===== src/design/srtf_pkg.sv =====
// Shared types and constants for the SRTF scheduler.
// Holds the transaction structs, status codes and controller states.
// No dependencies.
package srtf_pkg;

    localparam int DEFAULT_TABLE_DEPTH = 16;
    localparam int DEFAULT_TIME_WIDTH  = 16;

    localparam int JOB_W    = 8;
    localparam int FIELD_W  = 16;
    localparam int BURST_W  = 16;
    localparam int ORDER_W  = 16;
    localparam int LAST_W   = JOB_W + 1;

    localparam logic [LAST_W-1:0] NONE_RUNNING = 9'h100;

    localparam logic KIND_ARRIVE = 1'b0;
    localparam logic KIND_TICK   = 1'b1;

    typedef enum logic [1:0] {
        STATUS_OK         = 2'd0,
        STATUS_FULL       = 2'd1,
        STATUS_ZERO_BURST = 2'd2
    } status_t;

    typedef enum logic [2:0] {
        ST_IDLE,
        ST_FIND,
        ST_SCAN,
        ST_DRAIN,
        ST_COMMIT
    } state_t;

    typedef struct packed {
        logic               kind;
        logic [JOB_W-1:0]   job_id;
        logic [FIELD_W-1:0] arrival_time;
        logic [BURST_W-1:0] burst_length;
    } req_item_t;

    typedef struct packed {
        logic [1:0]         status;
        logic               ran_valid;
        logic [JOB_W-1:0]   ran_id;
        logic               switched;
        logic               finished;
        logic [FIELD_W-1:0] finish_time;
        logic [FIELD_W-1:0] now_time;
    } rsp_item_t;

    typedef struct packed {
        logic clear;
        logic sample;
    } pick_ctrl_t;

endpackage


===== src/design/srtf_scheduler_unit.sv =====
// Top level of the shortest-remaining-time-first scheduler.
// Depends on srtf_pkg, srtf_ram and srtf_pick.
//
// Requests arrive on the req channel (req_valid, req_stall, req_data) and each
// produces exactly one response transaction on the rsp channel. An arrive
// transaction stores a job in the lowest free slot of the job table; a tick
// transaction picks the eligible job with the least remaining time, runs it
// for one time unit and advances the time by one.
// The job table sits in a RAM with a registered read. A tick reads every slot
// in turn, one per cycle, then a drain state lets the last read reach the
// selection unit before the commit. An arrive searches the valid bits one
// slot per cycle and stops at the first free slot; a zero-burst arrive
// skips the search and goes straight to the commit.
// One request is processed at a time; req_stall is high while it is in work.
// A finished response waits in an output register, so a new request can be
// accepted while rsp_stall holds the previous response. If that response is
// still stalled when the next one is ready, the block waits until it is taken.
// Reset clears the valid bits, the time, the order counter and the last
// running id; no clearing pass is needed.
module srtf_scheduler_unit
    import srtf_pkg::*;
#(
    parameter int TABLE_DEPTH = DEFAULT_TABLE_DEPTH,
    parameter int TIME_WIDTH  = DEFAULT_TIME_WIDTH
) (
    input  logic      clk,
    input  logic      rst_n,
    input  logic      req_valid,
    output logic      req_stall,
    input  req_item_t req_data,
    output logic      rsp_valid,
    input  logic      rsp_stall,
    output rsp_item_t rsp_data
);

    localparam int IDX_W   = $clog2(TABLE_DEPTH);
    localparam int ENTRY_W = JOB_W + TIME_WIDTH + BURST_W + ORDER_W;
    localparam logic [IDX_W-1:0] LAST_SLOT = IDX_W'(TABLE_DEPTH - 1);

    state_t                 state_reg, state_next;
    req_item_t              item_reg, item_next;
    logic [IDX_W-1:0]       cnt_reg, cnt_next;
    logic [IDX_W-1:0]       slot_reg, slot_next;
    logic                   free_found_reg, free_found_next;
    logic [TABLE_DEPTH-1:0] valid_reg, valid_next;
    logic [TIME_WIDTH-1:0]  time_reg, time_next;
    logic [ORDER_W-1:0]     order_reg, order_next;
    logic [LAST_W-1:0]      last_reg, last_next;
    logic                   rd_pend_reg, rd_pend_next;
    logic [IDX_W-1:0]       rd_slot_reg, rd_slot_next;
    logic                   rsp_valid_reg, rsp_valid_next;
    rsp_item_t              rsp_data_reg, rsp_data_next;

    logic                   accept;
    logic                   commit_go;
    logic                   is_tick;
    logic                   zero_burst;
    logic [TIME_WIDTH-1:0]  time_inc;
    logic [BURST_W-1:0]     rem_dec;

    logic                   ram_we;
    logic [IDX_W-1:0]       ram_waddr;
    logic [ENTRY_W-1:0]     ram_wdata;
    logic [ENTRY_W-1:0]     ram_rdata;

    pick_ctrl_t             pick_ctrl;
    logic                   pick_found;
    logic [IDX_W-1:0]       best_slot;
    logic [JOB_W-1:0]       best_job;
    logic [TIME_WIDTH-1:0]  best_arrival;
    logic [BURST_W-1:0]     best_remaining;
    logic [ORDER_W-1:0]     best_order;

    assign accept     = req_valid && !req_stall;
    assign commit_go  = (state_reg == ST_COMMIT) && (!rsp_valid_reg || !rsp_stall);
    assign is_tick    = (item_reg.kind == KIND_TICK);
    assign zero_burst = (item_reg.burst_length == '0);
    assign time_inc   = time_reg + 1'b1;
    assign rem_dec    = best_remaining - 1'b1;

    srtf_ram #(
        .WIDTH (ENTRY_W),
        .DEPTH (TABLE_DEPTH)
    ) u_table (
        .clk   (clk),
        .we    (ram_we),
        .waddr (ram_waddr),
        .wdata (ram_wdata),
        .raddr (cnt_reg),
        .rdata (ram_rdata)
    );

    srtf_pick #(
        .TABLE_DEPTH (TABLE_DEPTH),
        .TIME_WIDTH  (TIME_WIDTH)
    ) u_pick (
        .clk            (clk),
        .rst_n          (rst_n),
        .ctrl           (pick_ctrl),
        .slot           (rd_slot_reg),
        .slot_valid     (valid_reg[rd_slot_reg]),
        .now            (time_reg),
        .job            (ram_rdata[ENTRY_W-1 -: JOB_W]),
        .arrival        (ram_rdata[BURST_W+ORDER_W +: TIME_WIDTH]),
        .remaining      (ram_rdata[ORDER_W +: BURST_W]),
        .order          (ram_rdata[ORDER_W-1:0]),
        .found          (pick_found),
        .best_slot      (best_slot),
        .best_job       (best_job),
        .best_arrival   (best_arrival),
        .best_remaining (best_remaining),
        .best_order     (best_order)
    );

    always_comb
    begin
        state_next = state_reg;
        unique case (state_reg)
            ST_IDLE:
            begin
                if (accept)
                begin
                    if (req_data.kind == KIND_TICK)
                    begin
                        state_next = ST_SCAN;
                    end
                    else if (req_data.burst_length == '0)
                    begin
                        state_next = ST_COMMIT;
                    end
                    else
                    begin
                        state_next = ST_FIND;
                    end
                end
            end
            ST_FIND:
            begin
                if (!valid_reg[cnt_reg] || (cnt_reg == LAST_SLOT))
                begin
                    state_next = ST_COMMIT;
                end
            end
            ST_SCAN:
            begin
                if (cnt_reg == LAST_SLOT)
                begin
                    state_next = ST_DRAIN;
                end
            end
            ST_DRAIN:
            begin
                state_next = ST_COMMIT;
            end
            ST_COMMIT:
            begin
                if (commit_go)
                begin
                    state_next = ST_IDLE;
                end
            end
            default:
            begin
                state_next = ST_IDLE;
            end
        endcase
    end

    always_comb
    begin
        req_stall        = (state_reg != ST_IDLE);
        pick_ctrl.clear  = accept;
        pick_ctrl.sample = rd_pend_reg;
        ram_we           = 1'b0;
        ram_waddr        = slot_reg;
        ram_wdata        = {item_reg.job_id, TIME_WIDTH'(item_reg.arrival_time),
                            item_reg.burst_length, order_reg};
        if (is_tick)
        begin
            ram_waddr = best_slot;
            ram_wdata = {best_job, best_arrival, rem_dec, best_order};
            ram_we    = commit_go && pick_found;
        end
        else
        begin
            ram_we = commit_go && !zero_burst && free_found_reg;
        end
    end

    always_comb
    begin
        item_next       = item_reg;
        cnt_next        = cnt_reg;
        slot_next       = slot_reg;
        free_found_next = free_found_reg;
        valid_next      = valid_reg;
        time_next       = time_reg;
        order_next      = order_reg;
        last_next       = last_reg;
        rd_pend_next    = 1'b0;
        rd_slot_next    = cnt_reg;
        rsp_valid_next  = rsp_valid_reg && rsp_stall;
        rsp_data_next   = rsp_data_reg;
        case (state_reg)
            ST_IDLE:
            begin
                if (accept)
                begin
                    item_next       = req_data;
                    cnt_next        = '0;
                    free_found_next = 1'b0;
                end
            end
            ST_FIND:
            begin
                if (!valid_reg[cnt_reg])
                begin
                    slot_next       = cnt_reg;
                    free_found_next = 1'b1;
                end
                else
                begin
                    cnt_next = cnt_reg + 1'b1;
                end
            end
            ST_SCAN:
            begin
                rd_pend_next = 1'b1;
                cnt_next     = cnt_reg + 1'b1;
            end
            ST_COMMIT:
            begin
                if (commit_go)
                begin
                    rsp_valid_next         = 1'b1;
                    rsp_data_next          = '0;
                    rsp_data_next.now_time = FIELD_W'(time_reg);
                    if (is_tick)
                    begin
                        time_next = time_inc;
                        if (pick_found)
                        begin
                            rsp_data_next.ran_valid = 1'b1;
                            rsp_data_next.ran_id    = best_job;
                            rsp_data_next.switched  = ({1'b0, best_job} != last_reg);
                            last_next               = {1'b0, best_job};
                            if (rem_dec == '0)
                            begin
                                rsp_data_next.finished    = 1'b1;
                                rsp_data_next.finish_time = FIELD_W'(time_inc);
                                valid_next[best_slot]     = 1'b0;
                            end
                        end
                    end
                    else if (zero_burst)
                    begin
                        rsp_data_next.status = STATUS_ZERO_BURST;
                    end
                    else if (free_found_reg)
                    begin
                        rsp_data_next.status = STATUS_OK;
                        valid_next[slot_reg] = 1'b1;
                        order_next           = order_reg + 1'b1;
                    end
                    else
                    begin
                        rsp_data_next.status = STATUS_FULL;
                    end
                end
            end
            default:
            begin
            end
        endcase
    end

    always_ff @(posedge clk or negedge rst_n)
    begin
        if (!rst_n)
        begin
            state_reg      <= ST_IDLE;
            valid_reg      <= '0;
            time_reg       <= '0;
            order_reg      <= '0;
            last_reg       <= NONE_RUNNING;
            rd_pend_reg    <= 1'b0;
            rsp_valid_reg  <= 1'b0;
            free_found_reg <= 1'b0;
            cnt_reg        <= '0;
        end
        else
        begin
            state_reg      <= state_next;
            valid_reg      <= valid_next;
            time_reg       <= time_next;
            order_reg      <= order_next;
            last_reg       <= last_next;
            rd_pend_reg    <= rd_pend_next;
            rsp_valid_reg  <= rsp_valid_next;
            free_found_reg <= free_found_next;
            cnt_reg        <= cnt_next;
        end
    end

    always_ff @(posedge clk)
    begin
        item_reg     <= item_next;
        slot_reg     <= slot_next;
        rd_slot_reg  <= rd_slot_next;
        rsp_data_reg <= rsp_data_next;
    end

    assign rsp_valid = rsp_valid_reg;
    assign rsp_data  = rsp_data_reg;

    a_tick_advances_time: assert property (
        @(posedge clk) disable iff (!rst_n)
        (commit_go && is_tick) |=> (time_reg == $past(time_reg) + 1'b1)
    ) else $error("Tick did not advance the time by one.");

    a_arrive_keeps_time: assert property (
        @(posedge clk) disable iff (!rst_n)
        (commit_go && !is_tick) |=> $stable(time_reg)
    ) else $error("Arrive changed the time.");

    a_finish_frees_slot: assert property (
        @(posedge clk) disable iff (!rst_n)
        (commit_go && is_tick && pick_found && (rem_dec == '0))
            |=> !valid_reg[$past(best_slot)]
    ) else $error("Finished job still holds its slot.");

    a_finish_needs_run: assert property (
        @(posedge clk) disable iff (!rst_n)
        rsp_valid_reg |-> (!rsp_data_reg.finished || rsp_data_reg.ran_valid)
    ) else $error("Completion reported without a running job.");

endmodule


===== src/design/srtf_ram.sv =====
// Generic simple dual-port RAM with one write port and a registered read port.
// No dependencies.
module srtf_ram #(
    parameter int WIDTH = 8,
    parameter int DEPTH = 16,
    localparam int ADDR_W = $clog2(DEPTH)
) (
    input  logic              clk,
    input  logic              we,
    input  logic [ADDR_W-1:0] waddr,
    input  logic [WIDTH-1:0]  wdata,
    input  logic [ADDR_W-1:0] raddr,
    output logic [WIDTH-1:0]  rdata
);

    logic [WIDTH-1:0] mem [DEPTH];
    logic [WIDTH-1:0] rdata_reg;

    always_ff @(posedge clk)
    begin
        if (we)
        begin
            mem[waddr] <= wdata;
        end
        rdata_reg <= mem[raddr];
    end

    assign rdata = rdata_reg;

endmodule


===== src/design/srtf_pick.sv =====
// Selection unit that tracks the best eligible job while the table is streamed.
// Depends on srtf_pkg.
module srtf_pick
    import srtf_pkg::*;
#(
    parameter int TABLE_DEPTH = DEFAULT_TABLE_DEPTH,
    parameter int TIME_WIDTH  = DEFAULT_TIME_WIDTH,
    localparam int IDX_W = $clog2(TABLE_DEPTH)
) (
    input  logic                  clk,
    input  logic                  rst_n,
    input  pick_ctrl_t            ctrl,
    input  logic [IDX_W-1:0]      slot,
    input  logic                  slot_valid,
    input  logic [TIME_WIDTH-1:0] now,
    input  logic [JOB_W-1:0]      job,
    input  logic [TIME_WIDTH-1:0] arrival,
    input  logic [BURST_W-1:0]    remaining,
    input  logic [ORDER_W-1:0]    order,
    output logic                  found,
    output logic [IDX_W-1:0]      best_slot,
    output logic [JOB_W-1:0]      best_job,
    output logic [TIME_WIDTH-1:0] best_arrival,
    output logic [BURST_W-1:0]    best_remaining,
    output logic [ORDER_W-1:0]    best_order
);

    localparam int KEY_W = BURST_W + TIME_WIDTH + ORDER_W;

    logic                  found_reg, found_next;
    logic [IDX_W-1:0]      slot_reg;
    logic [JOB_W-1:0]      job_reg;
    logic [TIME_WIDTH-1:0] arrival_reg;
    logic [BURST_W-1:0]    remaining_reg;
    logic [ORDER_W-1:0]    order_reg;
    logic [KEY_W-1:0]      cand_key;
    logic [KEY_W-1:0]      best_key;
    logic                  take;

    assign cand_key = {remaining, arrival, order};
    assign best_key = {remaining_reg, arrival_reg, order_reg};

    always_comb
    begin
        take = ctrl.sample && slot_valid && (arrival <= now)
            && (!found_reg || (cand_key < best_key));
        if (ctrl.clear)
        begin
            found_next = 1'b0;
        end
        else
        begin
            found_next = found_reg || take;
        end
    end

    always_ff @(posedge clk or negedge rst_n)
    begin
        if (!rst_n)
        begin
            found_reg <= 1'b0;
        end
        else
        begin
            found_reg <= found_next;
        end
    end

    always_ff @(posedge clk)
    begin
        if (take)
        begin
            slot_reg      <= slot;
            job_reg       <= job;
            arrival_reg   <= arrival;
            remaining_reg <= remaining;
            order_reg     <= order;
        end
    end

    assign found          = found_reg;
    assign best_slot      = slot_reg;
    assign best_job       = job_reg;
    assign best_arrival   = arrival_reg;
    assign best_remaining = remaining_reg;
    assign best_order     = order_reg;

endmodule

===== config.mk =====
export PLATFORM = sky130hd
export DESIGN_NAME = srtf_scheduler_unit
export DESIGN_NICKNAME = d
export VERILOG_FILES = /design/src/design/srtf_pkg.sv /design/src/design/srtf_scheduler_unit.sv /design/src/design/srtf_ram.sv /design/src/design/srtf_pick.sv
export SDC_FILE = /design/constraint.sdc
export NUM_CORES = 1
export LEC_CHECK = 0
export BUFFER_PORTS_ARGS = -buffer_cell sky130_fd_sc_hd__buf_4
export CAP_MARGIN = 5
export CORE_UTILIZATION = 40
export CTS_BUF_LIST = sky130_fd_sc_hd__clkbuf_4
export DETAILED_ROUTE_END_ITERATION = 10
export PLACE_DENSITY = 0.59
export SYNTH_ARGS = -nofsm -noshare
export SYNTH_HDL_FRONTEND = slang
export SYNTH_SLANG_ARGS = --single-unit
export TNS_END_PERCENT = 1

===== constraint.sdc =====
create_clock -name clk -period 9.6 [get_ports clk]
set_input_delay 1.92 -clock clk [delete_from_list [all_inputs] [get_ports clk]]
set_output_delay 1.92 -clock clk [all_outputs]
set_load 0.1 [all_outputs]

## Word-level counts from Yosys, hierarchy flattened

Memories as Yosys holds them, arrays and structs flattened. A register that Yosys moved wholly into a read port is not among the register bits.
Cells that the tools add are included.

- Flip-flop bits (word level): 222
- Bits in latches: 0
- Bits in writable memories: 896
- Memory bits (read-only): 0
- Bits of input ports: 45
- Output and inout bits: 47
- Memories: 1

- Add/subtract/negate cells: 4
- Multipliers: 0
- Divide/modulo/power cells: 0
- $lt $le $gt $ge: 8
- Eq/ne operators: 15
- Shifts and indexed selects: 0
- Multiplexer cells: 39
- Bitwise operators: 6
- Reduce and logical (&&, ||, !) cells: 42

Memories:

| memory | words | width | rd ports | clocked after Yosys merged registers in | write ports | line | source |
|---|---|---|---|---|---|---|---|
| u_table.mem | 16 | 56 | 1 | 1 | 1 | srtf_ram.sv:16 | `logic [WIDTH-1:0] mem [DEPTH];` |

Operators with widths:

| kind | count |
|---|---|
| $mux W16 | 5 |
| $mux W56 | 1 |
| $logic_not A16 Y1 | 3 |
| $lt A48 B48 Y1 | 1 |
| $add A16 B1 Y16 const B | 2 |
| $mux W27 | 1 |
| $lt A4 B5 Y1 const B | 4 |
| $mux W3 | 6 |
| $mux W17 | 1 |
| $and A16 B16 Y16 | 1 |
| $le A16 B16 Y1 | 1 |
| $not A16 Y16 | 1 |
| $or A16 B16 Y16 | 1 |
| $sub A16 B1 Y16 const B | 1 |
| $pmux W3 S5 | 1 |
| $mux W1 | 14 |
| $ne A2 B2 Y1 const B | 7 |
| $mux W4 | 3 |
| $pmux W4 S3 | 1 |
| $reduce_and A3 Y1 | 4 |
| $logic_and A1 B1 Y1 | 11 |
| $ne A8 B9 Y1 | 1 |
| $bmux W1 S4 | 2 |
| $demux W1 S4 | 2 |
| 20 further kinds | 39 |

## Depth between registers and ports, before layout

- Word-level depth: 9
- Depth in mapped cells: 10

## By module

A second synthesis with hierarchy kept.

- Cells, all modules: 2403
- Area total of the unflattened synthesis: 45939.1 um2

By module, submodules not included:

| module | instances | cells an instance | area an instance (um2) | seq. area each (um2) |
|---|---|---|---|---|
| srtf_ram | 1 | 1445 | 34678.3 | 28026.9 |
| srtf_scheduler_unit | 1 | 664 | 7811.2 | 4460.5 |
| srtf_pick | 1 | 294 | 3449.6 | 1826.8 |

## Worst setup path before layout

OpenSTA, ideal clock, no wires.

- Path type: input to register
- From: input port rsp_stall
- To: memory u_table.mem[3][0] (netlist name) (enable)
- Setup time: 0.539 ns
- Arrival time: 7.675 ns
- Required time: 9.061 ns
- Path slack: 1.386 ns
- Cell stages on the path: 9
- Buffers on the path: 1
- Cell sequence: nand2_1 -> nand2b_1 -> inv_1 -> and2_1 -> nand2_1 -> clkbuf_1 -> nand2_1 -> nand2_1 -> nor3_1

- Word-level cells in the longest chain between the ends: 8

RTL lines:

| element | line | source |
|---|---|---|
| start, declared | srtf_scheduler_unit.sv:32 | `input logic rsp_stall,` |
| $logic_not A1 Y1 (*) | srtf_scheduler_unit.sv:75 | `assign commit_go = (state_reg == ST_COMMIT) && (!rsp_valid_reg \|\| !rsp_stall);` |
| $logic_or A1 B1 Y1 (*) | srtf_scheduler_unit.sv:75 |  |
| $logic_and A1 B1 Y1 (*) | srtf_scheduler_unit.sv:75 |  |
| $logic_and A1 B1 Y1 (2 in a row) | srtf_scheduler_unit.sv:186 | `ram_we = commit_go && !zero_burst && free_found_reg;` |
| $mux W1 (*) | srtf_scheduler_unit.sv:178 | `if (is_tick)` |
| $mux W1 (*) | srtf_ram.sv:21 | `if (we)` |
| $mux W1 (implied by the code) (*) | srtf_ram.sv:23 | `mem[waddr] <= wdata;` |
| end, declared | srtf_ram.sv:16 |  |

Mark *: on every way between the ends. The rest lies on a longest branch, timed or not.

## Final worst setup path

- From: register state_reg[1]
- To: memory u_table.mem[15][8] (netlist name) (enable)

- Word-level cells in the longest chain between the ends: 7

RTL lines:

| element | line | source |
|---|---|---|
| start, declared | srtf_scheduler_unit.sv:40 | `state_t state_reg, state_next;` |
| start signal, assigned | srtf_scheduler_unit.sv:293 | `state_reg <= state_next;` |
| $eq A3 B3 Y1 (*) | srtf_scheduler_unit.sv:75 |  |
| $logic_and A1 B1 Y1 (*) | srtf_scheduler_unit.sv:75 |  |
| $logic_and A1 B1 Y1 (2 in a row) | srtf_scheduler_unit.sv:186 |  |
| $mux W1 (*) | srtf_scheduler_unit.sv:178 |  |
| $mux W1 (*) | srtf_ram.sv:21 |  |
| $mux W1 (implied by the code) (*) | srtf_ram.sv:23 |  |

Marked as above.

==> run_results.csv <==
group,metric,value,unit
clocking,clock-root-buffer,"clkbuf_4",
yosys,yosys_warnings,0,
sta,period_share,0.520,
clocking,postCtsHoldBufs,0,
yosys,synth-xor-area-share,0.0123,
global_routing,antenna_found_initial,5,
final_layout,num-nets-final,2704,
yosys,netlist_area,45700,sq um
floorplanning,coreArea,113000,sq um
sta,finalHoldViolCount,0,
final_layout,design_area,52400,sq um
floorplanning,num_rows,123,
job,cap_violations,0,
yosys,yosysMostFrequentCell,"edfxtp_1",
global_routing,grt_pass1_vias,24600,
final_layout,fillerInstances,9514,
final_layout,syn_to_final_growth,14.7,%
route,postRouteAntennaNets,0,
route,drtIter0Drc,1969,
floorplanning,dieArea,116000,sq um
clocking,cts_buffers,320,
yosys,synthMuxAreaShare,0.156,
clocking,ctsLongestPathBuffers,4,
yosys,syn_area_per_cell,20.6,sq um
clocking,cts_tree,"yes",
sta,final_max_slew_viol_count,0,
sta,setup_violations,0,
clocking,clock_sinks,1174,
global_routing,grt_use_total,0.188,
pwr,p_leak,17.6,nW
clocking,clk_latency,1.18,ns
critical_path,cp.arrival,5.71,ns
sta,fin_skew,0.109,ns
yosys,synth_fp_nets,2332,
status,outcome,"finished, final reports clean",
floorplanning,die_h,340,um
critical_path,required,10.32,ns
place,pre_cts_ws,3.52,ns
sta,clock.fmax,200,MHz
yosys,synthAdderAreaFrac,0.0186,
final_layout,utilization,0.465,
sta,hold_slack,0.366,ns
floorplanning,pin_count,92,
clocking,path_clk_slew,0.07,ns
critical_path,startpoint_type,"register",
critical_path,cp-end-kind,"register",
place,gp_congestion,0.831,
sta,fin_ws,4.61,ns
critical_path,cp_max_fo,49,
yosys,synth.top_cell.area_share,0.687,
global_routing,grt_max_degree,73,
pwr,power_density,260,nW/um^2
yosys,ys_ff_latch,1174,
place,portBuffers,91,
global_routing,grt_util_met1,0.276,
yosys,ys_types,64,
sta,max_slew_margin,0.235,
sta,rsz0062_at_grt,"false",
pwr,ir_drop,0.000132,V
critical_path,critPathKind,"register to register",
worst_hold_path,hold_class,"register to register",
final_layout,layout-drive-gt1-share,0.362,
global_routing,use_met2,0.276,
route,drt-total-wl,107000,um
yosys,synth_edf_count,1046,
route,wl_per_cell,24.8,um
yosys,synthArstFlopShare,0.0579,
clocking,ctsResizeCount,0,
yosys,ys_seq_area_frac,0.751,
sta,fin_tns_setup,0,ns
yosys,ys_dominant_reg_cell,"edfxtp_1",
floorplanning,die-width,340,um
final_layout,largest_reg_flops,896,
yosys,synth_compound_area_frac,0.0185,
yosys,synth_top_family_by_area,"multiplexers",
route,viasPerCell,5.43,
yosys,synth_cells,2219,
clocking,post_cts_buffers,0,
yosys,yosys.area_share.simple,0.0299,
sta,fin_crit,4.99,ns
global_routing,use_met3,0.0486,
place,post_dp_cell_area,48400,sq um
route,dr_total_vias,23500,
global_routing,grt_pass1_wl,159000,um
place,hpwlAfterDp,65100,um
yosys,synth_common_cells,"edfxtp_1 (1046), mux4_2 (289), nor2_1 (83)",
clocking,htree_levels,5,
route,firstDrtPassIters,5,
yosys,yosys-top-cells-area,"edfxtp_1 (69%), mux4_2 (14%), dfrtp_1 (3.7%), dfxtp_1 (2.6%), ha_1 (1.9%)",
route,drc,0,
global_routing,grt_overflow,0,
yosys,yosysTopAreaCell,"edfxtp_1",
global_routing,grt_busiest_layer,"met2",
sta,tightestPinTransition,1.14,ns
floorplanning,initial_core_util,0.405,
stage by stage:
stage | total power [W] | std cells
after detailed placement | 0.00942 | 3767
after global routing | 0.0143 | 4323
final | 0.0136 | 4323
after CTS | 0.0138 | 4317
after floorplan | 0.00840 | 2219
after global placement | 0.00937 | 3767
critical path: stages (launching register included):
cell,delay [ns]
dfrtp_1,0.48
or3b_2,0.53
nand2b_1,0.33
inv_2,0.12
buf_4,0.53
nand4b_1,0.42
a21oi_1,0.40
nand2_1,0.32
nor2_4,0.69
buf_4,0.66
path summary, 6_finish.rpt:
kind	cells past startpoint	slack (ns)	endpoint	startpoint
setup / recovery	9	4.61	u_table.mem[15][8]	state_reg[1]
hold / removal	0	0.37	u_pick.best_job[6]	u_table.rdata[54]
setup reg to reg	9	4.61	u_table.mem[15][8]	state_reg[1]
hold reg to reg	0	0.37	u_pick.best_job[6]	u_table.rdata[54]
max in group asynchronous	1	7.92	cnt_reg[0]	rst_n
min in group asynchronous	1	0.92	time_reg[5]	rst_n
metal layers:
| metal | part of all wire | routed length [um] | vias to the layer above |
|---|---|---|---|
| li1 | - | - | 10000 |
| met4 | 0.015 | 1660 | 2 |
| met3 | 0.079 | 8430 | 134 |
| met2 | 0.45 | 48700 | 893 |
| met1 | 0.45 | 48400 | 12400 |
| met5 | 0.00012 | 13 | - |
where the power goes:
part / internal, W / total (W) / switching [W]
sequential: 0.00601 / 0.00635 / 0.000343
clock: 0.00238 / 0.00435 / 0.00197
combinational: 0.00139 / 0.00293 / 0.00154
total: 0.00978 / 0.0136 / 0.00384
kinds of logic after synthesis:
kind of cell	count (synthesis)
muxes	343
AOI/OAI and AO/OA	128
xor gates and xnor gates	64
and+or+nand+nor	273
buffers and inverters	169
adders and majority gates	68
DFF	1174
final cells by class:
cell class	count	area, sq um	area share
sequential	1174	34300	0.655
multi-input combinational	876	10900	0.207
clock buffer	488	3660	0.0699
tap	1500	1880	0.0358
timing repair buffer	141	1060	0.0202
clock inverter	62	330	0.00630
inverter	78	293	0.00558
antenna	4	10.0	0.000191
cells in the final DEF, fill, tap and decap left out, drive strengths merged, types with 13 or more instances in the layout:
cell type,instances
nand3,20
mux2,49
nand4,26
dfxtp,60
inv,81
a21oi,39
clkinv,55
mux4,289
nor2,83
and3,13
ha,68
nor3,25
buf,141
xnor2,54
nand2,55
o21ai,21
dfrtp,67
edfxtp,1046
nor4,18
clkbuf,488
No activity file was read; power rests on OpenSTA's default activity.
